**config.mk**
```make
export PLATFORM = sky130hd
export DESIGN_NAME = lz4sd_decoder
export DESIGN_NICKNAME = d
export VERILOG_FILES = /design/src/rtl/lz4sd_pkg.sv /design/src/rtl/lz4sd_decoder.sv
export VERILOG_INCLUDE_DIRS = /design/src /design/src/rtl
export SDC_FILE = /design/constraint.sdc
export NUM_CORES = 1
export LEC_CHECK = 0
export ABC_AREA = 1
export BUFFER_PORTS_ARGS = -buffer_cell sky130_fd_sc_hd__buf_2
export CORE_MARGIN = 2
export CORE_UTILIZATION = 62
export CTS_CLUSTER_DIAMETER = 50
export DETAILED_ROUTE_END_ITERATION = 10
export GPL_TIMING_DRIVEN = 0
export HOLD_SLACK_MARGIN = 0.12
export PLACE_DENSITY = 0.89
export SLEW_MARGIN = 20
export SYNTH_ARGS = -nofsm -noshare
export SYNTH_HDL_FRONTEND = slang
export SYNTH_SLANG_ARGS = --single-unit
```
**constraint.sdc**
```tcl
create_clock -name clk -period 5.8 [get_ports clk]
set_input_delay 0.29 -clock clk [delete_from_list [all_inputs] [get_ports clk]]
set_output_delay 0.29 -clock clk [all_outputs]
set_load 0.01 [all_outputs]
```
**src/rtl/lz4_stream_decompressor_defines.svh**
```systemverilog
// ----------------------------------------------------------------------------
// LZ4 stream decompressor assertion macros
// Shared concurrent assertion forms, clocked on clk and disabled in reset.
// ----------------------------------------------------------------------------
`ifndef LZ4_STREAM_DECOMPRESSOR_DEFINES_SVH
`define LZ4_STREAM_DECOMPRESSOR_DEFINES_SVH

// The condition holds at every clock edge out of reset.
`define LZ4SD_ASSERT(lbl, cond) \
  lbl: assert property (@(posedge clk) disable iff (rst) (cond)) \
    else $error("lz4sd: invariant violated");

// The consequent holds in the same cycle as the antecedent.
`define LZ4SD_ASSERT_IMPL(lbl, ante, cons) \
  lbl: assert property (@(posedge clk) disable iff (rst) (ante) |-> (cons)) \
    else $error("lz4sd: implication violated");

// The consequent holds in the cycle after the antecedent.
`define LZ4SD_ASSERT_NEXT(lbl, ante, cons) \
  lbl: assert property (@(posedge clk) disable iff (rst) (ante) |=> (cons)) \
    else $error("lz4sd: next-cycle implication violated");

`endif

```
**src/rtl/lz4sd_pkg.sv**
```systemverilog
// ----------------------------------------------------------------------------
// lz4sd_pkg
// Types, phase codes and constants shared by the LZ4 stream decompressor.
// ----------------------------------------------------------------------------
package lz4sd_pkg;

  localparam int CNT_W              = 24;
  localparam int HISTORY_DEPTH_DEF  = 65536;
  localparam int HEADER_BYTES_DEF   = 11;

  localparam logic [CNT_W-1:0] CNT_MAX    = {CNT_W{1'b1}};
  localparam logic [3:0]       NIBBLE_EXT = 4'hF;
  localparam logic [7:0]       BYTE_EXT   = 8'hFF;
  localparam int               TAIL_BYTES = 12;
  localparam int               MIN_MATCH  = 4;

  typedef enum logic [3:0] {
    PH_HEADER    = 4'd0,
    PH_TOKEN     = 4'd1,
    PH_LIT_EXT   = 4'd2,
    PH_LITERALS  = 4'd3,
    PH_OFF_LO    = 4'd4,
    PH_OFF_HI    = 4'd5,
    PH_MATCH_EXT = 4'd6,
    PH_COPY      = 4'd7,
    PH_DONE      = 4'd8
  } phase_t;

  typedef enum logic [1:0] {
    ST_OK         = 2'd0,
    ST_REJECT     = 2'd1,
    ST_BAD_OFFSET = 2'd2
  } status_t;

  // Result of one accepted item as decided by the sequence decoder.
  typedef struct packed {
    logic             emit;
    logic             copy;
    logic [7:0]       lit;
    logic [CNT_W-1:0] pos;
    logic             pend;
    logic             fin;
    status_t          status;
  } step_t;

endpackage

```
**src/rtl/lz4sd_decoder.sv**
```systemverilog
// ----------------------------------------------------------------------------
// lz4sd_decoder
// Sequence parser: header skip, token, length extension, offset and copy
// control, plus the history pointers for each accepted item.
// ----------------------------------------------------------------------------
`include "lz4_stream_decompressor_defines.svh"

module lz4sd_decoder
  import lz4sd_pkg::*;
#(
  parameter int HISTORY_DEPTH = HISTORY_DEPTH_DEF,
  parameter int HEADER_BYTES  = HEADER_BYTES_DEF,
  parameter int ADDR_W        = $clog2(HISTORY_DEPTH)
) (
  input  logic              clk,
  input  logic              rst,
  input  logic              cfg_write,
  input  logic [CNT_W-1:0]  cfg_data,
  input  logic              accept,
  input  logic              mode,
  input  logic [7:0]        in_byte,
  output step_t             step,
  output logic              rd_en,
  output logic [ADDR_W-1:0] rd_addr,
  output logic [ADDR_W-1:0] wr_addr
);

  localparam phase_t PH_RESET = (HEADER_BYTES == 0) ? PH_TOKEN : PH_HEADER;

  logic [CNT_W-1:0]  source_length;
  phase_t            phase, phase_next;
  logic [CNT_W-1:0]  in_count, in_count_next;
  logic [CNT_W-1:0]  out_count, out_count_next;
  logic [CNT_W-1:0]  run_length, run_length_next;
  logic [3:0]        match_nibble, match_nibble_next;
  logic [15:0]       match_distance, match_distance_next;
  logic [ADDR_W-1:0] hist_ptr, hist_ptr_next;

  logic              reject, bad_off, emit, copy_step;
  logic [CNT_W-1:0]  in_inc, run_dec, run_plus_b, run_plus_b4, out_inc;
  logic [CNT_W:0]    sum_b;
  logic [CNT_W+1:0]  sum_b4;
  logic              src_end, near_end, off_bad;
  logic [15:0]       dist_cand;
  logic [ADDR_W:0]   rd_diff;

  // Shared arithmetic for the item at hand.
  always_comb begin
    in_inc      = (in_count == CNT_MAX) ? CNT_MAX : in_count + 1'b1;
    run_dec     = run_length - 1'b1;
    out_inc     = out_count + 1'b1;
    sum_b       = {1'b0, run_length} + (CNT_W+1)'(in_byte);
    run_plus_b  = sum_b[CNT_W] ? CNT_MAX : sum_b[CNT_W-1:0];
    sum_b4      = {2'b00, run_length} + (CNT_W+2)'(in_byte) + (CNT_W+2)'(MIN_MATCH);
    run_plus_b4 = (sum_b4[CNT_W+1:CNT_W] != 2'b00) ? CNT_MAX : sum_b4[CNT_W-1:0];
    src_end     = in_count >= source_length;
    near_end    = ({1'b0, in_inc} + (CNT_W+1)'(TAIL_BYTES)) >= {1'b0, source_length};
    dist_cand   = (phase == PH_OFF_HI) ? {in_byte, match_distance[7:0]} : match_distance;
    off_bad     = (dist_cand == 16'd0) || ({8'd0, dist_cand} > out_count);
    // A valid offset never exceeds out_count, so one wrap correction suffices.
    rd_diff     = {1'b0, hist_ptr} - (ADDR_W+1)'(match_distance);
    if (rd_diff[ADDR_W]) begin
      rd_diff = rd_diff + (ADDR_W+1)'(HISTORY_DEPTH);
    end
  end

  // Next state.
  always_comb begin
    phase_next          = phase;
    in_count_next       = in_count;
    out_count_next      = out_count;
    run_length_next     = run_length;
    match_nibble_next   = match_nibble;
    match_distance_next = match_distance;
    hist_ptr_next       = hist_ptr;
    reject              = 1'b0;
    bad_off             = 1'b0;
    emit                = 1'b0;
    copy_step           = 1'b0;

    unique case (phase)
      PH_DONE: begin
        reject = 1'b1;
      end
      PH_COPY: begin
        if (!mode) begin
          reject = 1'b1;
        end else begin
          copy_step       = 1'b1;
          emit            = 1'b1;
          run_length_next = run_dec;
          if (run_dec == '0) begin
            phase_next = PH_TOKEN;
          end
        end
      end
      default: begin
        if (mode) begin
          reject = 1'b1;
        end else if (phase == PH_TOKEN && src_end) begin
          reject     = 1'b1;
          phase_next = PH_DONE;
        end else begin
          in_count_next = in_inc;
          case (phase)
            PH_HEADER: begin
              if (in_inc >= CNT_W'(HEADER_BYTES)) begin
                phase_next = PH_TOKEN;
              end
            end
            PH_TOKEN: begin
              match_nibble_next = in_byte[3:0];
              if (in_byte[7:4] == NIBBLE_EXT) begin
                run_length_next = CNT_W'(NIBBLE_EXT);
                phase_next      = PH_LIT_EXT;
              end else if (in_byte[7:4] != 4'd0) begin
                run_length_next = CNT_W'(in_byte[7:4]);
                phase_next      = PH_LITERALS;
              end else begin
                phase_next = near_end ? PH_DONE : PH_OFF_LO;
              end
            end
            PH_LIT_EXT: begin
              run_length_next = run_plus_b;
              if (in_byte != BYTE_EXT) begin
                phase_next = PH_LITERALS;
              end
            end
            PH_LITERALS: begin
              emit            = 1'b1;
              run_length_next = run_dec;
              if (run_dec == '0) begin
                phase_next = near_end ? PH_DONE : PH_OFF_LO;
              end
            end
            PH_OFF_LO: begin
              match_distance_next = {8'd0, in_byte};
              phase_next          = PH_OFF_HI;
            end
            PH_OFF_HI: begin
              match_distance_next = dist_cand;
              if (match_nibble == NIBBLE_EXT) begin
                run_length_next = CNT_W'(NIBBLE_EXT);
                phase_next      = PH_MATCH_EXT;
              end else if (off_bad) begin
                bad_off         = 1'b1;
                run_length_next = '0;
                phase_next      = PH_TOKEN;
              end else begin
                run_length_next = CNT_W'(match_nibble) + CNT_W'(MIN_MATCH);
                phase_next      = PH_COPY;
              end
            end
            PH_MATCH_EXT: begin
              run_length_next = run_plus_b;
              if (in_byte != BYTE_EXT) begin
                if (off_bad) begin
                  bad_off         = 1'b1;
                  run_length_next = '0;
                  phase_next      = PH_TOKEN;
                end else begin
                  run_length_next = run_plus_b4;
                  phase_next      = PH_COPY;
                end
              end
            end
            default: begin
              phase_next = PH_DONE;
            end
          endcase
        end
      end
    endcase

    if (emit) begin
      out_count_next = out_inc;
      // The history pointer follows out_count modulo the history depth.
      if (out_count == CNT_MAX || hist_ptr == ADDR_W'(HISTORY_DEPTH - 1)) begin
        hist_ptr_next = '0;
      end else begin
        hist_ptr_next = hist_ptr + 1'b1;
      end
    end
  end

  // Outputs.
  always_comb begin
    step.emit   = emit;
    step.copy   = copy_step;
    step.lit    = in_byte;
    step.pos    = out_count;
    step.pend   = (phase_next == PH_COPY);
    step.fin    = (phase_next == PH_DONE) ||
                  (phase_next == PH_TOKEN && in_count_next >= source_length);
    step.status = reject ? ST_REJECT : (bad_off ? ST_BAD_OFFSET : ST_OK);
    rd_en       = accept && copy_step;
    rd_addr     = rd_diff[ADDR_W-1:0];
    wr_addr     = hist_ptr;
  end

  always_ff @(posedge clk) begin
    if (rst) begin
      source_length  <= '0;
      phase          <= PH_RESET;
      in_count       <= '0;
      out_count      <= '0;
      run_length     <= '0;
      match_nibble   <= '0;
      match_distance <= '0;
      hist_ptr       <= '0;
    end else begin
      if (cfg_write) begin
        source_length <= cfg_data;
      end
      if (accept) begin
        phase          <= phase_next;
        in_count       <= in_count_next;
        out_count      <= out_count_next;
        run_length     <= run_length_next;
        match_nibble   <= match_nibble_next;
        match_distance <= match_distance_next;
        hist_ptr       <= hist_ptr_next;
      end
    end
  end

  `LZ4SD_ASSERT_IMPL(a_lit_run_nonzero, phase == PH_LITERALS, run_length != '0)
  `LZ4SD_ASSERT_IMPL(a_copy_run_nonzero, phase == PH_COPY, run_length != '0)
  `LZ4SD_ASSERT_IMPL(a_copy_dist_nonzero, phase == PH_COPY, match_distance != 16'd0)

endmodule

```
# == Word-level counts from Yosys, hierarchy flattened ==
# Index checks and enable logic that the tools add are counted.
# classes
reduce_logical,18
muxes,55
order_cmp,5
n_addsub,11
n_eq_ne,21
bitwise_logic,4
# ops
operator,count
2-to-1 mux 24 bit,13
case mux 24 bit (5 select lines),1
adder 24 x 8 -> 25 bit,2
"adder 24 x 1 -> 24 bit, second input constant",2
"== test 24 bit, second input constant",2
greater-or-equal comparator 24 bit,2
2-to-1 mux 16 bit,3
case mux 24 bit (2 select lines),1
2-to-1 mux 4 bit,11
"adder 16 x 1 -> 16 bit, second input constant",2
case mux 16 bit (2 select lines),1
case mux 4 bit (7 select lines),1
"adder 25 x 3 -> 26 bit, second input constant",1
"adder 24 x 4 -> 25 bit, second input constant",1
greater-or-equal comparator 25 x 24 -> 1 bit,1
"greater-or-equal comparator 24 x 4 -> 1 bit, second input constant",1
greater-than comparator 16 x 24 -> 1 bit,1
zero test 24 bit,1
"subtractor 24 x 1 -> 24 bit, second input constant",1
"== test 4 x 3 -> 1 bit, second input constant",5
subtractor 16 x 16 -> 17 bit,1
"== test 16 bit, second input constant",1
"== test 4 bit, second input constant",4
zero test 16 bit,1
24 further kinds,54
# totals
output_inout_bits,71
word_cells,122
inputBits,37
regBits,136

# == Logic depth before layout (Yosys ltp) ==
# depth
ltp_word,14
ltp_mapped,37
mapped_depth_nobuf,36

# == Worst setup path after synthesis ==
# OpenSTA, ideal clock, no wires.
# synth_path
path_type,register -> output
startpoint,register in_count[1]
endpoint,output step[3] (netlist name)
path_slack_ns,1.343
n_path_buf,1
path_stages_with_launch,35
arrival_time_ns,4.167
cell_sequence,dfxtp_1 > ha_1 > nand2_2 > nor2_4 > nand2_4 > nor2_4 > nand2_4 > clkbuf_8 > nand2_1 > inv_1 > ha_1 > nand3b_2 > nor2_8 > nand2_4 > nor2_4 > nand2_1 > xnor2_1 > ha_1 > a21oi_1 > nor2_1 > a211oi_1 > nand2_1 > nand2_1 > nand2_1 > nand2_1 > nand2_1 > nor2_1 > inv_1 > o21ai_1 > nand2_1 > nand2_2 > nand2_1 > nor2_1 > nand2_1 > nor2_1
# synth_lines
element,line,rtl
from (decl),lz4sd_decoder.sv:32,"logic [CNT_W-1:0] in_count, in_count_next;"
from (signal assigned),lz4sd_decoder.sv:217,in_count <= in_count_next;
to (decl),lz4sd_decoder.sv:22,"output step_t step,"

==> results_dict.tcl <==
set metrics [dict create \
    outcome "finished, final reports clean" \
    start_kind "flop" \
    coreArea_um2 21020 \
    synth-seq-cells 136 \
    cts_tree "done" \
    final_cells 2481 \
    clock_path_buffers 2 \
    p_leak_nw 7.196 \
    path_class "reg2out" \
    cap_violations 0 \
    finalPower_w 0.003148 \
    gp_congestion 1.032 \
    clockPowerShare_pct 35.7 \
    p_sw_share_pct 39.55 \
    clkLatencyLatePin_ns 0.44 \
    crit_path_max_fanout 10 \
    cellPowerDensity_nw_per_um2 212.0 \
    synth_top_area_share_pct 20.51 \
    rows 53 \
    cts_made_buffers 17 \
    yosysSeqAreaShare_pct 20.51 \
    synthTopCellsByArea "dfxtp_1 21%, ha_1 12%, nand2_1 11%, inv_1 8.2%, a21oi_1 7.3%" \
    vdd_drop_max_mv 0.2086 \
    drt_pre_antenna_iters 6 \
    drv_slew 0 \
    placed_cells_incl_taps 2443 \
    antenna-diode-count 0 \
    vias 14970 \
    finalHoldViolCount 0 \
    start_util_pct 63.15 \
    postLayoutCoreUtil_pct 70.64 \
    die_x_um 150.3 \
    die_y_um 150.3 \
    slowest_stage "nor3_1" \
    p_sw_w 0.001245 \
    combPwrFrac_pct 31.9 \
    ys_async_sr_fraction_pct 0 \
    finalSetupViolCount 0 \
    antenna_found_initial 0 \
    synth-edff-count 0 \
    p_int_w 0.001903 \
    min_period_ns 5.530 \
    grt_use_met3_pct 6.576 \
    die_area_um2 22600 \
    max_stage_delay_ns 0.52 \
    grt_overflow_total 0 \
    worst_pin_slew_ns 0.9796 \
    drc 0 \
    syn_to_final_growth_pct 11.88 \
    finalInstanceArea_um2 14850 \
    grt-busiest-layer "met2" \
    numClockSinks 136 \
    place_area_um2 14150 \
    netlist_instances 2061 \
    htreeDepth 4 \
    cp.required_ns 5.51 \
    final.setup_skew_ns 0.01221 \
    port_buffers 107 \
    final_nets 2367 \
    first_global_vias 14420 \
    drt_wl_total_mm 44.43 \
    grt_util_met2_pct 65.07 \
    synth_fp_nets 2235 \
    syn_area_um2 13270 \
    ys_top_cells_by_count "390 x nand2_1, 290 x inv_1, 193 x a21oi_1, 193 x nor2_1, 179 x o21ai_0" \
    fill_cells 1836 \
    path_buf_inv 5 \
    endpoint_kind "output pin" \
    cpLargestDelayFamily "simple AND/OR/NAND/NOR gates" \
    max_clock_freq_ghz 0.1808 \
    period_share_pct 95.34 \
    grt_use_total_pct 39.37 \
    hold_class "in2reg" \
    yosysTopAreaCell "dfxtp_1" \
    clkTransAtPathRegs_ns 0.07 \
    grt_pass1_wl_mm 70.50 \
    drtIter0Drc 1616 \
    p_seq_share_pct 32.4 \
    ys.flop_type "dfxtp_1" \
    drive_gt1_share_pct 11.56 \
    met1_usage_pct 47.98 \
    wl_per_cell_um 17.91 \
    vias_per_cell 6.034 \
    hpwl_mm 34.24 \
    yosysMostFrequentCell "nand2_1" \
    root_buffer "clkbuf_16" \
    grt_max_degree 17 \
    io_pins 108 \
    arrival_ns 5.24 \
    syn_area_per_cell_um2 6.441 \
    setup_slack_ns 0.2702 \
    synth_warnings 0 \
    crit_path_frequent_cell "nand2_1" \
    ant_nets 0 \
    synth.distinct_cells 59 \
    pre_cts_ws_ns 0.2617 \
    slew-limit-headroom_pct 34.45 \
]
[through the flow]
stage / TNS (ns) / hold WS (ns)
finish: 0 / 0.1259
global route: -0.02103 / 0.1580
CTS: 0 / 0.1215
detailed placement: 0 / 0.4619
global placement: 0 / 0.4580
floorplan: 0 / 0.4249
[path summary, 6_finish.rpt]
| check | startpoint | end | cells after the start | slack [ns] |
|---|---|---|---|---|
| max | source_length[23] | step[2] | 26 | 0.27 |
| min | cfg_write | source_length[0] | 3 | 0.13 |
| max reg2reg | in_count[1] | phase[2] | 34 | 1.38 |
| min reg2reg | match_nibble[3] | match_nibble[3] | 2 | 0.48 |
[flip-flops by register name, indices dropped and copies added (netlist names)]
| register | count |
|---|---|
| match_distance | 16 |
| match_nibble | 4 |
| run_length | 24 |
| out_count | 24 |
| in_count | 24 |
| phase | 4 |
| source_length | 24 |
| wr_addr | 16 |
[cell families (layout without fill, tap and decap cells)]
logic type	after synthesis	in the layout	synth area share, %
compound gates	481	481	20.34
fa+ha+maj	137	137	13.37
simple gates	853	853	29.10
buf+inv	370	515	11.14
xor+xnor	84	84	5.542
flops	136	136	20.51
[worst register-to-register path, delay by kind of cell (launching register included)]
kind | cells | cell delay, ns
simple gates | 27 | 2.76
fa+ha+maj | 3 | 0.70
flops | 1 | 0.39
buf+inv | 2 | 0.28
xor+xnor | 1 | 0.09
compound gates | 1 | 0.07
[area by class of cell]
| class | instances | area (µm²) | share of cell area (%) |
|---|---|---|---|
| Multi-Input combinational cell | 1555 | 9123 | 61.43 |
| Sequential cell | 136 | 2728 | 18.37 |
| Clock buffer | 18 | 439.2 | 2.957 |
| Buffer | 73 | 362.8 | 2.443 |
| Inverter | 296 | 1111 | 7.482 |
| Tap cell | 275 | 344.1 | 2.317 |
| Timing Repair Buffer | 114 | 590.6 | 3.977 |
| Clock inverter | 14 | 152.6 | 1.028 |
[cell usage in the layout (no fill, tap or decap), types with 8 or more instances in the layout]
cell type,n
a211oi_1,13
a21oi_1,192
a22oi_1,15
a31oi_1,18
buf_2,122
buf_4,18
clkbuf_1,43
clkbuf_16,17
dfxtp_1,134
fa_1,8
ha_1,128
inv_1,289
nand2_1,388
nand2_2,15
nand3_1,107
nand4_1,29
nor2_1,189
nor2_2,14
nor2_4,9
nor3_1,41
nor4_1,17
o211ai_1,13
o21ai_0,177
o221ai_1,10
xnor2_1,23
xor2_1,61
[what timing repair did]
| action | in CTS | in global routing |
|---|---|---|
| hold buffers | 1 | 0 |
| gates resized for setup | 3 | 15 |
| endpoints found under the hold margin | 1 | 0 |
| pin swaps | 0 | 4 |
| setup buffers | 0 | 6 |
| endpoints found under the setup margin | 2 | 2 |
[power groups by stage]
stage               sequential [W]  combinational (W)  clock [W]
finish                     0.00102            0.00100    0.00112
global route               0.00103            0.00112    0.00115
CTS                        0.00102           0.000972    0.00112
detailed placement         0.00104           0.000961          0
global placement           0.00104           0.000933          0
floorplan                  0.00103           0.000703          0
[layer usage]
metal	wire length (µm)	vias up
met1	17230	6793
met5	0	-
met3	4112	176
li1	-	7160
met4	2582	0
met2	20500	842
No activity file was read; power rests on OpenSTA's default activity.
